**src/sv/fcl_pkg.sv**
```systemverilog
`timescale 1ns / 1ps

package fcl_pkg;

	// Framing and sizing
	localparam int MAX_FRAME   = 30;
	localparam int SAMPLE_BITS = 12;
	localparam int LEN_W       = $clog2(MAX_FRAME);
	localparam int TICK_W      = 24;

	// Stream payload widths, rounded up to whole bytes
	localparam int S_DATA_W = ((8 + SAMPLE_BITS + 7) / 8) * 8;
	localparam int M_DATA_W = ((SAMPLE_BITS + 7) / 8) * 8;

	// Character codes
	localparam logic [7:0] START_MARK = 8'h21;  // '!'
	localparam logic [7:0] END_MARK   = 8'h23;  // '#'

	localparam logic [TICK_W-1:0] TIMEOUT_RESET = TICK_W'(3000);

	// Item operation codes
	localparam logic OP_BYTE = 1'b0;
	localparam logic OP_TICK = 1'b1;

	// Result kinds
	localparam logic KIND_BREAK  = 1'b0;
	localparam logic KIND_REPORT = 1'b1;

	// Event passed from the deframer to the command executor
	typedef enum logic [1:0] {
		EV_TICK,
		EV_RST,
		EV_OK
	} ev_kind_t;

	typedef struct packed {
		ev_kind_t               kind;
		logic [SAMPLE_BITS-1:0] sample;
	} event_t;

	localparam int QUEUE_DEPTH = 4;
	localparam int QPTR_W      = $clog2(QUEUE_DEPTH);

	// Expected bytes of "RST"
	function automatic logic [7:0] rst_char(input logic [1:0] idx);
		logic [7:0] c;
		unique case (idx)
			2'd0:    c = 8'h52;
			2'd1:    c = 8'h53;
			2'd2:    c = 8'h54;
			default: c = 8'h00;
		endcase
		return c;
	endfunction

	// Expected bytes of "OK"
	function automatic logic [7:0] ok_char(input logic idx);
		return idx ? 8'h4B : 8'h4F;
	endfunction

endpackage

```
**src/sv/fcl_front.sv**
```systemverilog
`timescale 1ns / 1ps

module fcl_front import fcl_pkg::*; (
	input  logic                   clk,
	input  logic                   arst_n,
	input  logic                   take,      // item accepted this cycle
	input  logic                   operation,
	input  logic [7:0]             rx_byte,
	input  logic [SAMPLE_BITS-1:0] adc_sample,
	output logic                   ev_valid,
	output event_t                 ev
);

	logic             in_frame_q;
	logic [LEN_W-1:0] len_q;
	logic [1:0]       match_q;   // bit 0: still "RST" prefix, bit 1: still "OK" prefix

	logic             is_rst;
	logic             is_ok;
	logic             rst_miss;
	logic             ok_miss;
	logic [LEN_W-1:0] len_nx;

	// Classify the incoming byte against the command words
	always_comb begin
		is_rst   = match_q[0] && (len_q == LEN_W'(3));
		is_ok    = match_q[1] && (len_q == LEN_W'(2));
		rst_miss = (len_q >= LEN_W'(3)) || (rx_byte != rst_char(len_q[1:0]));
		ok_miss  = (len_q >= LEN_W'(2)) || (rx_byte != ok_char(len_q[0]));
		len_nx   = len_q + LEN_W'(1);
	end

	// Emit an event for a tick or for a closed, recognized command
	always_comb begin
		ev_valid   = 1'b0;
		ev.kind    = EV_TICK;
		ev.sample  = adc_sample;
		if (take) begin
			if (operation == OP_TICK) begin
				ev_valid = 1'b1;
			end else if (in_frame_q && rx_byte == END_MARK) begin
				if (is_rst) begin
					ev_valid = 1'b1;
					ev.kind  = EV_RST;
				end else if (is_ok) begin
					ev_valid = 1'b1;
					ev.kind  = EV_OK;
				end
			end
		end
	end

	// Track frame state across bytes
	always_ff @(posedge clk or negedge arst_n) begin
		if (!arst_n) begin
			in_frame_q <= 1'b0;
			len_q      <= '0;
			match_q    <= '0;
		end else if (take && operation == OP_BYTE) begin
			if (!in_frame_q) begin
				if (rx_byte == START_MARK) begin
					in_frame_q <= 1'b1;
					len_q      <= '0;
					match_q    <= 2'b11;
				end
			end else if (rx_byte == END_MARK) begin
				in_frame_q <= 1'b0;
			end else begin
				match_q <= match_q & ~{ok_miss, rst_miss};
				len_q   <= len_nx;
				// drop an overlong frame
				if (len_nx >= LEN_W'(MAX_FRAME - 1))
					in_frame_q <= 1'b0;
			end
		end
	end

endmodule

```
**src/sv/fcl_queue.sv**
```systemverilog
`timescale 1ns / 1ps

module fcl_queue import fcl_pkg::*; (
	input  logic   clk,
	input  logic   arst_n,
	input  logic   push,
	input  event_t push_ev,
	output logic   full,
	input  logic   pop,
	output logic   empty,
	output event_t head
);

	event_t            slot_q [QUEUE_DEPTH];
	logic [QPTR_W-1:0] wr_q;
	logic [QPTR_W-1:0] rd_q;
	logic [QPTR_W:0]   cnt_q;

	logic do_pop;

	assign full   = (cnt_q == (QPTR_W+1)'(QUEUE_DEPTH));
	assign empty  = (cnt_q == '0);
	assign head   = slot_q[rd_q];
	assign do_pop = pop && !empty;

	// Store pushed events
	always_ff @(posedge clk) begin
		if (push)
			slot_q[wr_q] <= push_ev;
	end

	// Advance pointers and occupancy
	always_ff @(posedge clk or negedge arst_n) begin
		if (!arst_n) begin
			wr_q  <= '0;
			rd_q  <= '0;
			cnt_q <= '0;
		end else begin
			if (push)
				wr_q <= wr_q + QPTR_W'(1);
			if (do_pop)
				rd_q <= rd_q + QPTR_W'(1);
			if (push && !do_pop)
				cnt_q <= cnt_q + (QPTR_W+1)'(1);
			else if (!push && do_pop)
				cnt_q <= cnt_q - (QPTR_W+1)'(1);
		end
	end

endmodule

```
**src/sv/fcl_back.sv**
```systemverilog
`timescale 1ns / 1ps

module fcl_back import fcl_pkg::*; (
	input  logic                   clk,
	input  logic                   arst_n,
	input  logic                   cfg_we,
	input  logic [TICK_W-1:0]      cfg_wdata,
	input  logic                   ev_empty,
	input  event_t                 ev,
	output logic                   ev_pop,
	output logic                   out_valid,
	input  logic                   out_ready,
	output logic                   out_kind,
	output logic [SAMPLE_BITS-1:0] out_value,
	output logic                   out_last
);

	logic [TICK_W-1:0]      timeout_q;
	logic                   awaiting_q;
	logic [TICK_W-1:0]      elapsed_q;
	logic [SAMPLE_BITS-1:0] held_q;
	logic                   pend_q;     // report still owed after a line break

	logic                   out_valid_q;
	logic                   kind_q;
	logic [SAMPLE_BITS-1:0] value_q;
	logic                   last_q;

	logic can_load;

	assign can_load  = !out_valid_q || out_ready;
	assign ev_pop    = can_load && !pend_q && !ev_empty;
	assign out_valid = out_valid_q;
	assign out_kind  = kind_q;
	assign out_value = value_q;
	assign out_last  = last_q;

	// Hold the timeout register
	always_ff @(posedge clk or negedge arst_n) begin
		if (!arst_n)
			timeout_q <= TIMEOUT_RESET;
		else if (cfg_we)
			timeout_q <= cfg_wdata;
	end

	// Execute events and drive the output register
	always_ff @(posedge clk or negedge arst_n) begin
		if (!arst_n) begin
			awaiting_q  <= 1'b0;
			elapsed_q   <= '0;
			held_q      <= '0;
			pend_q      <= 1'b0;
			out_valid_q <= 1'b0;
			kind_q      <= KIND_BREAK;
			value_q     <= '0;
			last_q      <= 1'b0;
		end else if (can_load) begin
			out_valid_q <= 1'b0;
			if (pend_q) begin
				pend_q      <= 1'b0;
				out_valid_q <= 1'b1;
				kind_q      <= KIND_REPORT;
				value_q     <= held_q;
				last_q      <= 1'b1;
			end else if (!ev_empty) begin
				unique case (ev.kind)
					EV_TICK: begin
						if (awaiting_q) begin
							if (elapsed_q >= timeout_q) begin
								elapsed_q   <= '0;
								out_valid_q <= 1'b1;
								kind_q      <= KIND_REPORT;
								value_q     <= held_q;
								last_q      <= 1'b1;
							end else begin
								elapsed_q <= elapsed_q + TICK_W'(1);
							end
						end
					end
					EV_RST: begin
						if (!awaiting_q) begin
							held_q      <= ev.sample;
							awaiting_q  <= 1'b1;
							elapsed_q   <= '0;
							pend_q      <= 1'b1;
							out_valid_q <= 1'b1;
							kind_q      <= KIND_BREAK;
							value_q     <= '0;
							last_q      <= 1'b0;
						end
					end
					EV_OK: begin
						if (awaiting_q)
							awaiting_q <= 1'b0;
					end
					default: begin
					end
				endcase
			end
		end
	end

endmodule

```
**src/sv/framed_command_link_with_ack_timeout.sv**
```systemverilog
`timescale 1ns / 1ps

// Framed command link with acknowledge timeout. Each input item is a received
// byte or a time tick. Bytes between '!' and '#' form a command; a frame whose
// body reaches MAX_FRAME-1 bytes is dropped. In idle, "RST" yields a line-break
// result (tlast low) and then a report of the sample sent with the closing '#'
// (tlast high), and the link waits for "OK". While waiting, a tick that finds
// timeout_ticks ticks elapsed resends the held sample and restarts the count.
// Items are taken one per clock while the four-entry queue from the deframer to
// the executor has room; the executor retires one event per clock, but pauses
// after "RST" for its second result; otherwise it stalls only on a held output.
module framed_command_link_with_ack_timeout import fcl_pkg::*; (
	input  logic                clk,
	input  logic                arst_n,
	// configuration: timeout_ticks
	input  logic                cfg_we,
	input  logic [TICK_W-1:0]   cfg_wdata,
	// input stream
	input  logic                s_tvalid,
	output logic                s_tready,
	input  logic [S_DATA_W-1:0] s_tdata,   // rx_byte, adc_sample, zero fill
	input  logic                s_tuser,   // operation
	// result stream
	output logic                m_tvalid,
	input  logic                m_tready,
	output logic [M_DATA_W-1:0] m_tdata,   // report_value, zero fill
	output logic                m_tuser,   // kind
	output logic                m_tlast
);

	logic                   take;
	logic                   ev_valid;
	event_t                 ev_in;
	event_t                 ev_head;
	logic                   q_full;
	logic                   q_empty;
	logic                   ev_pop;
	logic [SAMPLE_BITS-1:0] out_value;

	assign s_tready = !q_full;
	assign take     = s_tvalid && s_tready;

	fcl_front u_front (
		.clk        (clk),
		.arst_n     (arst_n),
		.take       (take),
		.operation  (s_tuser),
		.rx_byte    (s_tdata[7:0]),
		.adc_sample (s_tdata[8 +: SAMPLE_BITS]),
		.ev_valid   (ev_valid),
		.ev         (ev_in)
	);

	fcl_queue u_queue (
		.clk     (clk),
		.arst_n  (arst_n),
		.push    (ev_valid),
		.push_ev (ev_in),
		.full    (q_full),
		.pop     (ev_pop),
		.empty   (q_empty),
		.head    (ev_head)
	);

	fcl_back u_back (
		.clk       (clk),
		.arst_n    (arst_n),
		.cfg_we    (cfg_we),
		.cfg_wdata (cfg_wdata),
		.ev_empty  (q_empty),
		.ev        (ev_head),
		.ev_pop    (ev_pop),
		.out_valid (m_tvalid),
		.out_ready (m_tready),
		.out_kind  (m_tuser),
		.out_value (out_value),
		.out_last  (m_tlast)
	);

	assign m_tdata = M_DATA_W'(out_value);

endmodule
```
**config.mk**
```make
export PLATFORM = sky130hd
export DESIGN_NAME = framed_command_link_with_ack_timeout
export DESIGN_NICKNAME = d
export VERILOG_FILES = /design/src/sv/fcl_pkg.sv /design/src/sv/fcl_front.sv /design/src/sv/fcl_queue.sv /design/src/sv/fcl_back.sv /design/src/sv/framed_command_link_with_ack_timeout.sv
export SDC_FILE = /design/constraint.sdc
export NUM_CORES = 1
export LEC_CHECK = 0
export BUFFER_PORTS_ARGS = -buffer_cell sky130_fd_sc_hd__buf_2
export CAP_MARGIN = 20
export CORE_MARGIN = 3
export CORE_UTILIZATION = 45
export CTS_CLUSTER_SIZE = 20
export DETAILED_ROUTE_END_ITERATION = 16
export GPL_TIMING_DRIVEN = 0
export HOLD_SLACK_MARGIN = 0.06
export SLEW_MARGIN = 10
export SYNTH_ARGS = -nofsm -noshare
export SYNTH_HDL_FRONTEND = slang
export SYNTH_SLANG_ARGS = --single-unit
```
**constraint.sdc**
```tcl
create_clock -name clk -period 8.1 [get_ports clk]
set_input_delay 0 -clock clk [delete_from_list [all_inputs] [get_ports clk]]
set_output_delay 0 -clock clk [all_outputs]
set_load 0.01 [all_outputs]
```
==> run summary <==
Total track usage - 0.180
Synth Cell Area - 6990 um2
Internal - 1.64 mW
Sequential fraction of the synthesis area - 0.567
Worst R2R Start - u_queue.rd_q[0]
Initial antenna violation count - 0
Vias - 4861
Ys flop type - dfrtp_1
Die W - 131 um
Final worst slack - 3.36 ns
Clk pwr share - 0.320
First-pass GRT wire length - 23.9 mm
YS warnings - 0
DRC viols - 0
P per Cell Area - 274 nW/um2
Min Tclk post-route - 4.74 ns
Status - completed
Crit path max fanout - 10
Slew Viols, Final - 0
Max-slew headroom - 0.406
Sequential Power Share - 0.414
Filler instances - 1191
H-Tree Depth - 4
Synthesized area per cell - 11.9 um2
Type of origin of the critical path - flip-flop
CTS max path bufs - 2
Dpl ws - 3.31 ns
Setup Buffers After CTS - 0
Worst Reg-to-Reg Cells - 12
Sw Pwr - 750 uW
Drt first pass iters - 7
Worst Hold Depth - 3
CP required - 8.37 ns
DR vias/cell - 5.24
Max-cap violations - 0
Worst Hold Class - input pin to flip-flop
Synth async-reset ratio - 0.619
RSZ-0062 raised after global routing - no
Worst VDD drop - 0.000204 V
Routed WL - 14.5 mm
Layout cells sized above 1 - 0.195
Die area - 17100 um2
GP Congestion - 0.779
Pleak - 3.82 nW
IO Pins - 74
DPL Wire Length - 9.99 mm
Largest net degree at the start of global routing - 57
F_max - 211 MHz
Gr ovfl total - 0
Area Overhead vs Synth - 24.8%
Starting Density - 0.471
CTS root buffer - clkbuf_16
Routed len/inst - 15.7 um
Row cnt - 44
Final Hold Viols - 0
Cts hold-fix bufs - 57
Core Area - 14900 um2
Reg2Reg Setup Slack - 3.36 ns
Worst slew pin tran - 0.885 ns
Mapped Cells - 586
Comb pwr share - 0.266
Hold endpoint - u_back.timeout_q[12]
Post-DRT Antenna Nets - 0
CTS tree - yes
Crit Path Category - flip-flop to flip-flop
# port buffers - 64
Worst r2r dst - u_back.elapsed_q[23]
Post-synth EDFFs - 56
Yosys reg bits - 147
Final setup violation count - 0
CTS clk-pin slew, worst paths - 0.06 ns
Crit. End Element - flip-flop
Vias in the first global route - 4954
Switching Fraction - 0.313
Worst skew pair latency - 0.42 ns
Synth cell types - 51
Final Cycle Share - 0.585
Nets - 826
Worst Path Arrival - 5.00 ns
Post-CTS sizing - 0
Clock sinks - 147
Total CTS buffers - 17
Clock skew - 0.0137 ns
Setup TNS Final - 0 ns
Initial DRC count - 255
Die height - 131 um
Diode count - 0
Hold Crit Start - cfg_we
==> placed cells by master (no fill, tap or decap), types with 2 or more instances in the layout <==
| master | instances |
|---|---|
| inv_8 | 2 |
| a2bb2oi_1 | 2 |
| buf_2 | 63 |
| a22oi_1 | 2 |
| or3_1 | 4 |
| inv_6 | 8 |
| conb_1 | 4 |
| buf_1 | 2 |
| a22o_1 | 20 |
| a21oi_1 | 14 |
| dfstp_2 | 7 |
| clkbuf_16 | 17 |
| o21ai_0 | 49 |
| a31oi_1 | 4 |
| and2_1 | 6 |
| clkinv_2 | 2 |
| nand2b_1 | 2 |
| clkbuf_1 | 16 |
| buf_4 | 6 |
| ha_1 | 41 |
| nor2b_1 | 10 |
| mux2_2 | 16 |
| dlygate4sd3_1 | 57 |
| o211ai_1 | 2 |
| xor2_1 | 11 |
| xnor2_1 | 8 |
| nand2_1 | 63 |
| mux4_2 | 14 |
| and3_1 | 6 |
| dfrtp_1 | 84 |
| nand4_1 | 12 |
| a21o_1 | 7 |
| nor3_1 | 9 |
| inv_1 | 37 |
| nor3b_1 | 2 |
| edfxtp_1 | 56 |
| nand3_1 | 11 |
| nor2_1 | 40 |
| nor4_1 | 5 |
==> worst max-delay path by stage <==
stage	start	to	depth (start not counted)
after floorplan	u_queue.rd_q[0]	u_back.elapsed_q[16]	12
after global placement	u_queue.rd_q[0]	u_back.elapsed_q[23]	12
after detailed placement	u_queue.rd_q[0]	u_back.elapsed_q[23]	12
after CTS	u_queue.rd_q[0]	u_back.elapsed_q[23]	12
after global routing	u_queue.rd_q[0]	u_back.elapsed_q[23]	12
final	u_queue.rd_q[0]	u_back.elapsed_q[23]	12
==> state kept, by name (all words and copies together), names as in the netlist <==
register	cells
u_back.out_valid	1
u_back.held_q	12
u_back.elapsed_q	24
u_back.awaiting_q	1
u_queue.cnt_q	3
u_back.out_value	12
u_back.timeout_q	24
u_back.out_kind	1
u_back.pend_q	1
u_front.len_q	5
u_front.in_frame_q	1
u_front.match_q	2
u_queue.slot_q	56
u_queue.wr_q	2
u_queue.rd_q	2
==> metal layers <==
metal	part of all wire	wire [um]	global-route usage
met5	0	0	0
met4	0.0054	78	0.0454
met3	0.029	418	0.0443
met2	0.52	7520	0.315
met1	0.45	6520	0.224
==> synth_stat cells, types with 4 or more instances <==
master	count	area share
dfstp_2	7	0.026
xnor2_1	8	0.010
edfxtp_1	56	0.24
a21oi_1	14	0.010
nor4_1	5	0.0045
nor3_1	9	0.0064
clkbuf_1	16	0.0086
and2_1	6	0.0054
mux2_2	16	0.026
mux4_2	14	0.045
nand4_1	12	0.011
dfrtp_1	84	0.30
ha_1	41	0.073
a22o_1	20	0.025
and3_1	6	0.0054
buf_4	5	0.0054
o21ai_0	49	0.035
nor2b_1	10	0.0089
nand3_1	11	0.0079
or3_1	4	0.0036
nand2_1	63	0.034
nor2_1	40	0.021
a21o_1	7	0.0075
a31oi_1	4	0.0036
xor2_1	11	0.014
inv_1	37	0.020
==> worst max-delay path, stage by stage, from the launching register on <==
cell and delay [ns]:
dfrtp_1 0.32, clkbuf_1 0.43, buf_1 0.71, mux4_2 0.63, inv_1 0.10, ha_1 0.29
or3b_4 0.45, a2111oi_4 0.64, nand4_1 0.29, nor2_1 0.35, nand4_1 0.16, xor2_1 0.15
nor2_1 0.06
==> cell families after synthesis <==
group	synth area share
and+or+nand+nor	0.123
DFF	0.567
AOI/OAI and AO/OA	0.102
buffers and inverters	0.0349
adders and majority gates	0.0762
muxes	0.0723
xor gates and xnor gates	0.0238
other	0.000536
==> power groups by stage <==
stage / Combinational [mW] / Clock, mW / Sequential [mW]
2_1_floorplan: 0.445 / 0 / 0.987
3_3_place_gp: 0.596 / 0 / 0.998
3_5_place_dp: 0.616 / 0 / 1.01
4_1_cts: 0.645 / 0.781 / 0.991
5_1_grt: 0.715 / 0.818 / 1.01
6_report: 0.636 / 0.766 / 0.990
==> final cells by class <==
cell class              instances  area (um2)  share of cell area
flip-flops and latches        147        3970               0.455
multi-input cells             382        2790               0.320
repair buffers                122         921               0.106
clock buffers                  17         425              0.0488
well taps                     184         230              0.0264
clock inverters                15         144              0.0165
inverters                      37         139              0.0159
plain buffers                  23         105              0.0120
==> per-stage QoR <==
step           power, mW  std cells  hold slack (ns)  instance area (um2)   util
3_5_place_dp        1.62        838           0.0122                 7590  0.510
3_3_place_gp        1.59        837            0.209                 7560  0.508
5_1_grt             2.54        927           0.0905                 8730  0.587
2_1_floorplan       1.43        589           -0.296                 7010      -
6_report            2.39        927           0.0733                 8730  0.587
4_1_cts             2.42        927           0.0716                 8730  0.587
Note: power is estimated with default switching activity, not from simulation.
